===== src/sv/dtmf_pkg.sv =====
package dtmf_pkg;

  localparam int PHASE_BITS    = 32;
  localparam int SINE_ENTRIES  = 256;
  localparam int SAMPLE_BITS   = 16;
  localparam int ROM_ADDR_BITS = $clog2(SINE_ENTRIES);

  localparam int RATE_BITS   = 40;
  localparam int LENGTH_BITS = 16;
  localparam int COUNT_BITS  = LENGTH_BITS + 1;
  localparam int CFG_IDX_BITS = 2;
  localparam int HZ_BITS     = 11;
  localparam int PROD_BITS   = HZ_BITS + RATE_BITS + 1;
  localparam int STEP_SHIFT  = 48 - PHASE_BITS;

  localparam logic KIND_START = 1'b0;
  localparam logic KIND_TICK  = 1'b1;

  localparam logic [CFG_IDX_BITS-1:0] CFG_PHASE_STEP = 2'd0;
  localparam logic [CFG_IDX_BITS-1:0] CFG_TONE_LEN   = 2'd1;
  localparam logic [CFG_IDX_BITS-1:0] CFG_SILENCE    = 2'd2;

  localparam logic [RATE_BITS-1:0]   RESET_PHASE_STEP = 40'd35184372089;
  localparam logic [LENGTH_BITS-1:0] RESET_TONE_LEN   = 16'd3200;
  localparam logic [LENGTH_BITS-1:0] RESET_SILENCE    = 16'd800;

  localparam logic [HZ_BITS-1:0] HZ_ROW0 = 11'd697;
  localparam logic [HZ_BITS-1:0] HZ_ROW1 = 11'd770;
  localparam logic [HZ_BITS-1:0] HZ_ROW2 = 11'd852;
  localparam logic [HZ_BITS-1:0] HZ_ROW3 = 11'd941;
  localparam logic [HZ_BITS-1:0] HZ_COL0 = 11'd1209;
  localparam logic [HZ_BITS-1:0] HZ_COL1 = 11'd1336;
  localparam logic [HZ_BITS-1:0] HZ_COL2 = 11'd1477;
  localparam logic [HZ_BITS-1:0] HZ_COL3 = 11'd1633;

  localparam logic [63:0] HALF_PI_Q30 = 64'd1686629713;
  localparam logic [63:0] ONE_Q30     = 64'd1 << 30;
  localparam logic [63:0] AMP         = (64'd1 << (SAMPLE_BITS - 1)) - 64'd1;

  localparam int TAYLOR_TERMS = 8;
  localparam logic [63:0] COS_DIV [TAYLOR_TERMS] =
    '{64'd2, 64'd12, 64'd30, 64'd56, 64'd90, 64'd132, 64'd182, 64'd240};
  localparam logic [63:0] SIN_DIV [TAYLOR_TERMS] =
    '{64'd6, 64'd20, 64'd42, 64'd72, 64'd110, 64'd156, 64'd210, 64'd272};

  typedef logic signed [SAMPLE_BITS-1:0] rom_t [SINE_ENTRIES];

  typedef struct packed {
    logic               valid;
    logic [HZ_BITS-1:0] row_hz;
    logic [HZ_BITS-1:0] col_hz;
  } tone_hz_t;

  function automatic rom_t build_rom();
    rom_t               rom;
    logic [63:0]        q;
    logic [63:0]        r;
    logic [63:0]        a;
    logic [63:0]        a2;
    logic [63:0]        term;
    logic [63:0]        mag;
    logic [63:0]        scaled;
    logic signed [63:0] v;
    logic               use_cos;
    for (int k = 0; k < SINE_ENTRIES; k++) begin
      q = (64'(k) * 64'd4) >> ROM_ADDR_BITS;
      r = 64'(k) * 64'd4 - q * 64'(SINE_ENTRIES);
      a = (HALF_PI_Q30 * r) / SINE_ENTRIES;
      a2 = (a * a) >> 30;
      use_cos = (q == 64'd0) || (q == 64'd2);
      term = use_cos ? ONE_Q30 : a;
      v = $signed(term);
      for (int i = 0; i < TAYLOR_TERMS; i++) begin
        if (use_cos) begin
          term = ((term * a2) >> 30) / COS_DIV[i];
        end else begin
          term = ((term * a2) >> 30) / SIN_DIV[i];
        end
        if ((i % 2) == 1) begin
          v = v + $signed(term);
        end else begin
          v = v - $signed(term);
        end
      end
      if (v < 0) begin
        v = 64'sd0;
      end
      if (v > $signed(ONE_Q30)) begin
        v = $signed(ONE_Q30);
      end
      mag = $unsigned(v);
      scaled = (mag * AMP + (ONE_Q30 >> 1)) >> 30;
      if ((q == 64'd1) || (q == 64'd2)) begin
        rom[k] = SAMPLE_BITS'(64'd0 - scaled);
      end else begin
        rom[k] = SAMPLE_BITS'(scaled);
      end
    end
    return rom;
  endfunction

  localparam rom_t SINE_ROM = build_rom();

  function automatic tone_hz_t decode_key(logic [7:0] c);
    tone_hz_t t;
    t.row_hz = '0;
    t.col_hz = '0;
    case (c)
      "1", "2", "3", "A": t.row_hz = HZ_ROW0;
      "4", "5", "6", "B": t.row_hz = HZ_ROW1;
      "7", "8", "9", "C": t.row_hz = HZ_ROW2;
      "*", "0", "#", "D": t.row_hz = HZ_ROW3;
      default:            t.row_hz = '0;
    endcase
    case (c)
      "1", "4", "7", "*": t.col_hz = HZ_COL0;
      "2", "5", "8", "0": t.col_hz = HZ_COL1;
      "3", "6", "9", "#": t.col_hz = HZ_COL2;
      "A", "B", "C", "D": t.col_hz = HZ_COL3;
      default:            t.col_hz = '0;
    endcase
    t.valid = (t.row_hz != '0) && (t.col_hz != '0);
    return t;
  endfunction

endpackage


===== src/sv/dtmf_digit_tone_sequencer.sv =====
// channel   direction  handshake                 payload
// in        sink       in_valid_i / in_ready_o   kind_i, digit_code_i, final_digit_i
// out       source     out_valid_o / out_ready_i sample_o, bad_digit_o, run_end_o, idle_o
// cfg       sink       cfg_we_i                  cfg_index_i, cfg_data_i
//
// One item per cycle while no held result stalls a tick: an item waits in
// the input register, then the start decode and step multiply or the tick's
// table lookup and phase add run into the state and the result register, the
// last of which drives out_valid_o. Reset leaves the sequencer idle with the
// register defaults loaded. A held result stalls only ticks; starts pass.
module dtmf_digit_tone_sequencer (
  input  logic                                        clk_i,
  input  logic                                        rst_ni,
  input  logic                                        in_valid_i,
  output logic                                        in_ready_o,
  input  logic                                        kind_i,
  input  logic [7:0]                                  digit_code_i,
  input  logic                                        final_digit_i,
  output logic                                        out_valid_o,
  input  logic                                        out_ready_i,
  output logic signed [dtmf_pkg::SAMPLE_BITS-1:0]     sample_o,
  output logic                                        bad_digit_o,
  output logic                                        run_end_o,
  output logic                                        idle_o,
  input  logic                                        cfg_we_i,
  input  logic [dtmf_pkg::CFG_IDX_BITS-1:0]           cfg_index_i,
  input  logic [dtmf_pkg::RATE_BITS-1:0]              cfg_data_i
);

  localparam int PB = dtmf_pkg::PHASE_BITS;
  localparam int SB = dtmf_pkg::SAMPLE_BITS;
  localparam int CB = dtmf_pkg::COUNT_BITS;
  localparam int LB = dtmf_pkg::LENGTH_BITS;
  localparam int AB = dtmf_pkg::ROM_ADDR_BITS;
  localparam int XB = dtmf_pkg::PROD_BITS;
  localparam int SH = dtmf_pkg::STEP_SHIFT;

  logic [dtmf_pkg::RATE_BITS-1:0] phase_step_per_hz_q;
  logic [LB-1:0] tone_length_q;
  logic [LB-1:0] silence_length_q;

  logic       s1_valid_q;
  logic       s1_kind_q;
  logic [7:0] s1_digit_q;
  logic       s1_final_q;

  logic [PB-1:0] row_phase_q, row_phase_d;
  logic [PB-1:0] column_phase_q, column_phase_d;
  logic [PB-1:0] row_step_q, row_step_d;
  logic [PB-1:0] column_step_q, column_step_d;
  logic [CB-1:0] sample_count_q, sample_count_d;
  logic          active_q, active_d;
  logic          invalid_q, invalid_d;
  logic          last_q, last_d;

  logic                 out_valid_q;
  logic signed [SB-1:0] sample_q, sample_d;
  logic                 bad_digit_q, bad_digit_d;
  logic                 run_end_q, run_end_d;
  logic                 idle_q, idle_d;

  logic out_free;
  logic s1_go;
  logic s1_start;
  logic s1_tick;

  dtmf_pkg::tone_hz_t key;
  logic [XB-1:0]      row_prod;
  logic [XB-1:0]      col_prod;

  logic            in_tone;
  logic [CB-1:0]   total;
  logic [CB:0]     count_inc;
  logic            end_run;
  logic signed [SB-1:0] row_val;
  logic signed [SB-1:0] col_val;
  logic signed [SB:0]   pair_sum;
  logic signed [SB:0]   pair_half;

  assign out_free   = !out_valid_q || out_ready_i;
  assign s1_go      = s1_valid_q && (!s1_kind_q || out_free);
  assign s1_start   = s1_go && !s1_kind_q;
  assign s1_tick    = s1_go && s1_kind_q;
  assign in_ready_o = !s1_valid_q || s1_go;

  assign key = dtmf_pkg::decode_key(s1_digit_q);
  assign row_prod = XB'(key.row_hz) * XB'(phase_step_per_hz_q) + (XB'(1) << (SH - 1));
  assign col_prod = XB'(key.col_hz) * XB'(phase_step_per_hz_q) + (XB'(1) << (SH - 1));

  assign in_tone   = sample_count_q < CB'(tone_length_q);
  assign total     = CB'(tone_length_q) + (last_q ? CB'(0) : CB'(silence_length_q));
  assign count_inc = (CB + 1)'(sample_count_q) + (CB + 1)'(1);
  assign end_run   = count_inc >= (CB + 1)'(total);

  assign row_val   = dtmf_pkg::SINE_ROM[row_phase_q[PB-1 -: AB]];
  assign col_val   = dtmf_pkg::SINE_ROM[column_phase_q[PB-1 -: AB]];
  assign pair_sum  = (SB + 1)'(row_val) + (SB + 1)'(col_val);
  assign pair_half = (pair_sum + (SB + 1)'(pair_sum[SB])) >>> 1;

  always_comb begin
    row_phase_d    = row_phase_q;
    column_phase_d = column_phase_q;
    row_step_d     = row_step_q;
    column_step_d  = column_step_q;
    sample_count_d = sample_count_q;
    active_d       = active_q;
    invalid_d      = invalid_q;
    last_d         = last_q;
    sample_d       = '0;
    bad_digit_d    = 1'b0;
    run_end_d      = 1'b0;
    idle_d         = 1'b1;
    if (s1_start) begin
      invalid_d      = !key.valid;
      row_step_d     = key.valid ? row_prod[SH +: PB] : '0;
      column_step_d  = key.valid ? col_prod[SH +: PB] : '0;
      row_phase_d    = '0;
      column_phase_d = '0;
      sample_count_d = '0;
      last_d         = s1_final_q;
      active_d       = 1'b1;
    end else if (s1_tick && active_q) begin
      idle_d      = 1'b0;
      bad_digit_d = invalid_q;
      run_end_d   = end_run;
      if (in_tone) begin
        if (!invalid_q) begin
          sample_d = pair_half[SB-1:0];
        end
        row_phase_d    = row_phase_q + row_step_q;
        column_phase_d = column_phase_q + column_step_q;
      end
      sample_count_d = count_inc[CB-1:0];
      if (end_run) begin
        active_d = 1'b0;
      end
    end
  end

  always_ff @(posedge clk_i or negedge rst_ni) begin
    if (!rst_ni) begin
      phase_step_per_hz_q <= dtmf_pkg::RESET_PHASE_STEP;
      tone_length_q       <= dtmf_pkg::RESET_TONE_LEN;
      silence_length_q    <= dtmf_pkg::RESET_SILENCE;
    end else if (cfg_we_i) begin
      case (cfg_index_i)
        dtmf_pkg::CFG_PHASE_STEP: phase_step_per_hz_q <= cfg_data_i;
        dtmf_pkg::CFG_TONE_LEN:   tone_length_q       <= cfg_data_i[LB-1:0];
        dtmf_pkg::CFG_SILENCE:    silence_length_q    <= cfg_data_i[LB-1:0];
        default: ;
      endcase
    end
  end

  always_ff @(posedge clk_i or negedge rst_ni) begin
    if (!rst_ni) begin
      s1_valid_q     <= 1'b0;
      out_valid_q    <= 1'b0;
      row_phase_q    <= '0;
      column_phase_q <= '0;
      row_step_q     <= '0;
      column_step_q  <= '0;
      sample_count_q <= '0;
      active_q       <= 1'b0;
      invalid_q      <= 1'b0;
      last_q         <= 1'b0;
    end else begin
      if (in_ready_o) begin
        s1_valid_q <= in_valid_i;
      end
      if (s1_tick) begin
        out_valid_q <= 1'b1;
      end else if (out_ready_i) begin
        out_valid_q <= 1'b0;
      end
      row_phase_q    <= row_phase_d;
      column_phase_q <= column_phase_d;
      row_step_q     <= row_step_d;
      column_step_q  <= column_step_d;
      sample_count_q <= sample_count_d;
      active_q       <= active_d;
      invalid_q      <= invalid_d;
      last_q         <= last_d;
    end
  end

  always_ff @(posedge clk_i) begin
    if (in_ready_o && in_valid_i) begin
      s1_kind_q  <= kind_i;
      s1_digit_q <= digit_code_i;
      s1_final_q <= final_digit_i;
    end
    if (s1_tick) begin
      sample_q    <= sample_d;
      bad_digit_q <= bad_digit_d;
      run_end_q   <= run_end_d;
      idle_q      <= idle_d;
    end
  end

  assign out_valid_o = out_valid_q;
  assign sample_o    = sample_q;
  assign bad_digit_o = bad_digit_q;
  assign run_end_o   = run_end_q;
  assign idle_o      = idle_q;

endmodule


===== config.mk =====
export PLATFORM = sky130hd
export DESIGN_NAME = dtmf_digit_tone_sequencer
export DESIGN_NICKNAME = d
export VERILOG_FILES = /design/src/sv/dtmf_pkg.sv /design/src/sv/dtmf_digit_tone_sequencer.sv
export SDC_FILE = /design/constraint.sdc
export NUM_CORES = 2
export LEC_CHECK = 0
export BUFFER_PORTS_ARGS = -buffer_cell sky130_fd_sc_hd__buf_4
export CELL_PAD_IN_SITES_DETAIL_PLACEMENT = 0
export CELL_PAD_IN_SITES_GLOBAL_PLACEMENT = 1
export CORE_MARGIN = 4
export CORE_UTILIZATION = 45
export CTS_CLUSTER_SIZE = 25
export DETAILED_ROUTE_END_ITERATION = 12
export PLACE_DENSITY_LB_ADDON = 0.1
export SYNTH_ARGS = -nofsm -noshare
export SYNTH_HDL_FRONTEND = slang
export SYNTH_SLANG_ARGS = --single-unit

===== constraint.sdc =====
create_clock -name clk_i -period 11 [get_ports clk_i]
set_clock_uncertainty 0.2 [all_clocks]
set_input_delay 3.3 -clock clk_i [delete_from_list [all_inputs] [get_ports clk_i]]
set_output_delay 3.3 -clock clk_i [all_outputs]
set_load 0.005 [all_outputs]

==> run_results.csv <==
group,metric,value,unit
yosys,yosysTopAreaCellShare,25.86,%
sta,hold_viol_final,0,
sta,worstMarginPinSlew,1035,ps
cts,clock-sinks,251,
cts,clkTransAtPathRegs,60,ps
detailed_routing,first_pass_iters,8,
floorplanning,coreArea,102500,um^2
power_and_ir_drop,ir_drop,0.1619,mV
worst_setup_path,start_kind,"flop",
cts,cts_made_buffers,37,
yosys,synth_area,46760,um^2
detailed_routing,postRouteAntennaNets,0,
min_path,hold_class,"reg2reg",
global_route,antenna_found_initial,1,
floorplanning,initial_utilization,45.64,%
yosys,yosys.area.top_type,"fa_1",
yosys,synth_area_leaders,"fa_1 (26%), dfrtp_1 (11%), ha_1 (10%)",
sta,drv_slew,0,
sta,fin_tns_setup,0,ps
yosys,synthCells,5584,
finish,fin_cells,6835,
cts,cts_tree,"built",
worst_setup_path,r2r_cells,28,
status,status,"complete, no violations",
worst_setup_path,max_stage_delay,640,ps
sta,grt_setup_unrepaired,"no",
power_and_ir_drop,p_leak,24.79,nW
yosys,yosysUniqueCellTypes,100,
yosys,synth_edf_count,29,
job,max_cap_viol_count,0,
placed_design,place_congestion,0.9903,
sta,fmax,0.1156,GHz
finish,multi_input_area,36290,um^2
placed_design,io_buffers,77,
cts,cts_resized,0,
yosys,yosys_most_used_dff,"dfrtp_1",
yosys,ys_warn_count,0,
placed_design,dp_hpwl,119400,um
floorplanning,die_h,330.4,um
min_path,hold_end,"last_q",
sta,slew_headroom,30.24,%
global_route,grt_use_total,27.87,%
cts,clockRootBuffer,"clkbuf_16",
min_path,hold_depth,2,
worst_setup_path,endpoint_kind,"flop",
cts,htreeDepth,2,
sta,finalSetupViolations,0,
worst_setup_path,worstPathArrival,8950,ps
detailed_routing,drc,0,
finish,layout-drive-gt1-share,7.409,%
sta,timing.final.crit_share,78.61,%
sta,period_minus_slack,8648,ps
yosys,synth_common_cells,"inv_1 (775), fa_1 (604), nand2_1 (524), ha_1 (390), o21ai_0 (375)",
cts,clk_latency,600,ps
finish,fillCellCount,10200,
finish,nNetsFinal,6490,
floorplanning,ios,78,
yosys,synthArstFlopShare,88.45,%
worst_setup_path,path_common_cell,"fa_1",
worst_setup_path,required,11310,ps
power_and_ir_drop,powerDensity,81.59,nW/um^2
cts,cts_buffer_depth,3,
cts,cts_hold_buf,0,
global_route,grt_max_degree,134,
placed_design,dp_cells,6768,
detailed_routing,vias,39480,
global_route,first_global_vias,39470,
worst_setup_path,cp_max_fo,43,
min_path,hp-start,"s1_final_q",
detailed_routing,drt_iter0_markers,3378,
floorplanning,die_w,330.4,um
global_route,grt_pass1_wl,237400,um
cts,cts_setup_buffers,0,
finish,ff_latch_area,6474,um^2
detailed_routing,post_drt_wl_per_cell,22.20,um
yosys,synth_most_common_cell,"inv_1",
worst_setup_path,crit_type,"reg2reg",
global_route,overflow,0,
worst_setup_path,slowest_stage,"or4b_1",
detailed_routing,finalWirelength,151700,um
floorplanning,die_area,109100,um^2
worst_setup_path,path_buf_inv,4,
yosys,syn-num-nets,6635,
worst_setup_path,cp_top_family,"adder cells",
yosys,ys_seq_area_share,13.80,%
floorplanning,num_rows,117,
detailed_routing,drt-vias-per-instance,5.776,
finish,area_growth,6.020,%
worst_setup_path,r2r_slack,2350,ps
worst_setup_path,rr_endpoint,"row_step_q[30]",
yosys,ys_ff_latch,251,
yosys,avgSynthCellArea,8.375,um^2
worst_setup_path,r2r_start,"s1_digit_q[4]",
-- sequential cells by signal, indices dropped and copies added, names as in the netlist, 8 cells and up --
| register | count |
|---|---|
| sample_count_q | 17 |
| column_phase_q | 32 |
| silence_length_q | 16 |
| phase_step_per_hz_q | 40 |
| row_step_q | 32 |
| row_phase_q | 32 |
| sample_o | 16 |
| tone_length_q | 16 |
| column_step_q | 32 |
| s1_digit_q | 8 |
-- worst min-delay path, cell delays in order, from the launching register on --
cell	delay [ps]
edfxtp_1	320
nand2_1	50
nand2_1	40
-- metal layers --
metal	track usage, %	vias up	share of wire (%)
li1	-	18400	-
met1	39.44	19280	45
met2	43.81	1482	45
met3	3.729	315	6.6
met4	10.29	0	4.1
met5	0	-	0
-- cell usage in the layout (no fill, tap or decap), drive strengths merged, types with 18 or more instances in the layout --
| master | synthesis | layout |
|---|---|---|
| or3 | 18 | 18 |
| a31oi | 54 | 54 |
| edfxtp | 29 | 29 |
| nor2b | 73 | 73 |
| a21oi | 313 | 313 |
| mux2 | 74 | 74 |
| dfrtp | 199 | 199 |
| fa | 604 | 604 |
| and2 | 275 | 275 |
| nor3 | 86 | 86 |
| nand2 | 524 | 524 |
| xor2 | 87 | 87 |
| nand2b | 74 | 74 |
| nor2 | 326 | 326 |
| o31ai | 33 | 33 |
| o221ai | 22 | 22 |
| ha | 390 | 390 |
| o311ai | 24 | 24 |
| nand4 | 28 | 28 |
| o21ai | 387 | 387 |
| and3 | 35 | 35 |
| o21bai | 26 | 26 |
| or2 | 58 | 58 |
| nand3 | 169 | 169 |
| dfstp | 23 | 23 |
| a211oi | 48 | 48 |
| inv | 778 | 781 |
| clkbuf | 250 | 48 |
| o22ai | 20 | 20 |
| buf | 60 | 126 |
| xnor2 | 94 | 94 |
| o211ai | 45 | 45 |
| a21o | 113 | 113 |
| a311oi | 29 | 29 |
-- final cells by class --
| cell class | instances | area share [%] |
|---|---|---|
| inverter | 782 | 5.920 |
| multi-input combinational | 4241 | 73.20 |
| clock inverter | 18 | 0.2625 |
| sequential | 251 | 13.06 |
| timing repair buffer | 126 | 1.948 |
| antenna | 1 | 0.005047 |
| clock buffer | 48 | 2.158 |
| tap | 1368 | 3.452 |
-- power by group --
part | total [mW] | internal (mW) | switching [mW]
sequential | 1.22 | 1.03 | 0.188
combinational | 1.64 | 0.645 | 0.992
clock | 1.19 | 0.691 | 0.498
total | 4.05 | 2.37 | 1.68
-- through the flow --
step                worst slack, ps  instance area [um^2]  power [mW]  hold WS [ps]  utilization (%)
finish                         2352                 49580       4.045         243.3            48.38
global route                   1930                 49580       4.352         270.3            48.38
CTS                            2356                 49580       4.088         247.3            48.38
detailed placement             2374                 48380       2.860         240.1            47.21
global placement               2493                 48380       2.849         243.3            47.21
floorplan                      3404                 46760       2.333         214.6                -
-- worst max path at each step --
stage / start / endpoint / slack [ps] / cells past startpoint
after floorplan: s1_digit_q[4] / column_step_q[28] / 3400 / 26
after CTS: s1_digit_q[4] / row_step_q[30] / 2360 / 28
after global placement: s1_digit_q[4] / row_step_q[30] / 2490 / 28
after detailed placement: s1_digit_q[4] / row_step_q[30] / 2370 / 28
after global routing: s1_digit_q[4] / row_step_q[30] / 1930 / 27
final: s1_digit_q[4] / row_step_q[30] / 2350 / 28
-- logic make-up after synthesis --
logic type / count (synthesis) / share of synthesized area (%)
flip-flops: 251 / 13.80
multiplexers: 95 / 2.606
XOR/XNOR: 181 / 3.390
buffers and inverters: 1092 / 8.786
adder cells (fa/ha/maj): 994 / 36.29
AO/OA/AOI/OAI: 1265 / 17.32
AND/OR/NAND/NOR: 1706 / 17.81
No activity file was read; power rests on OpenSTA's default activity.
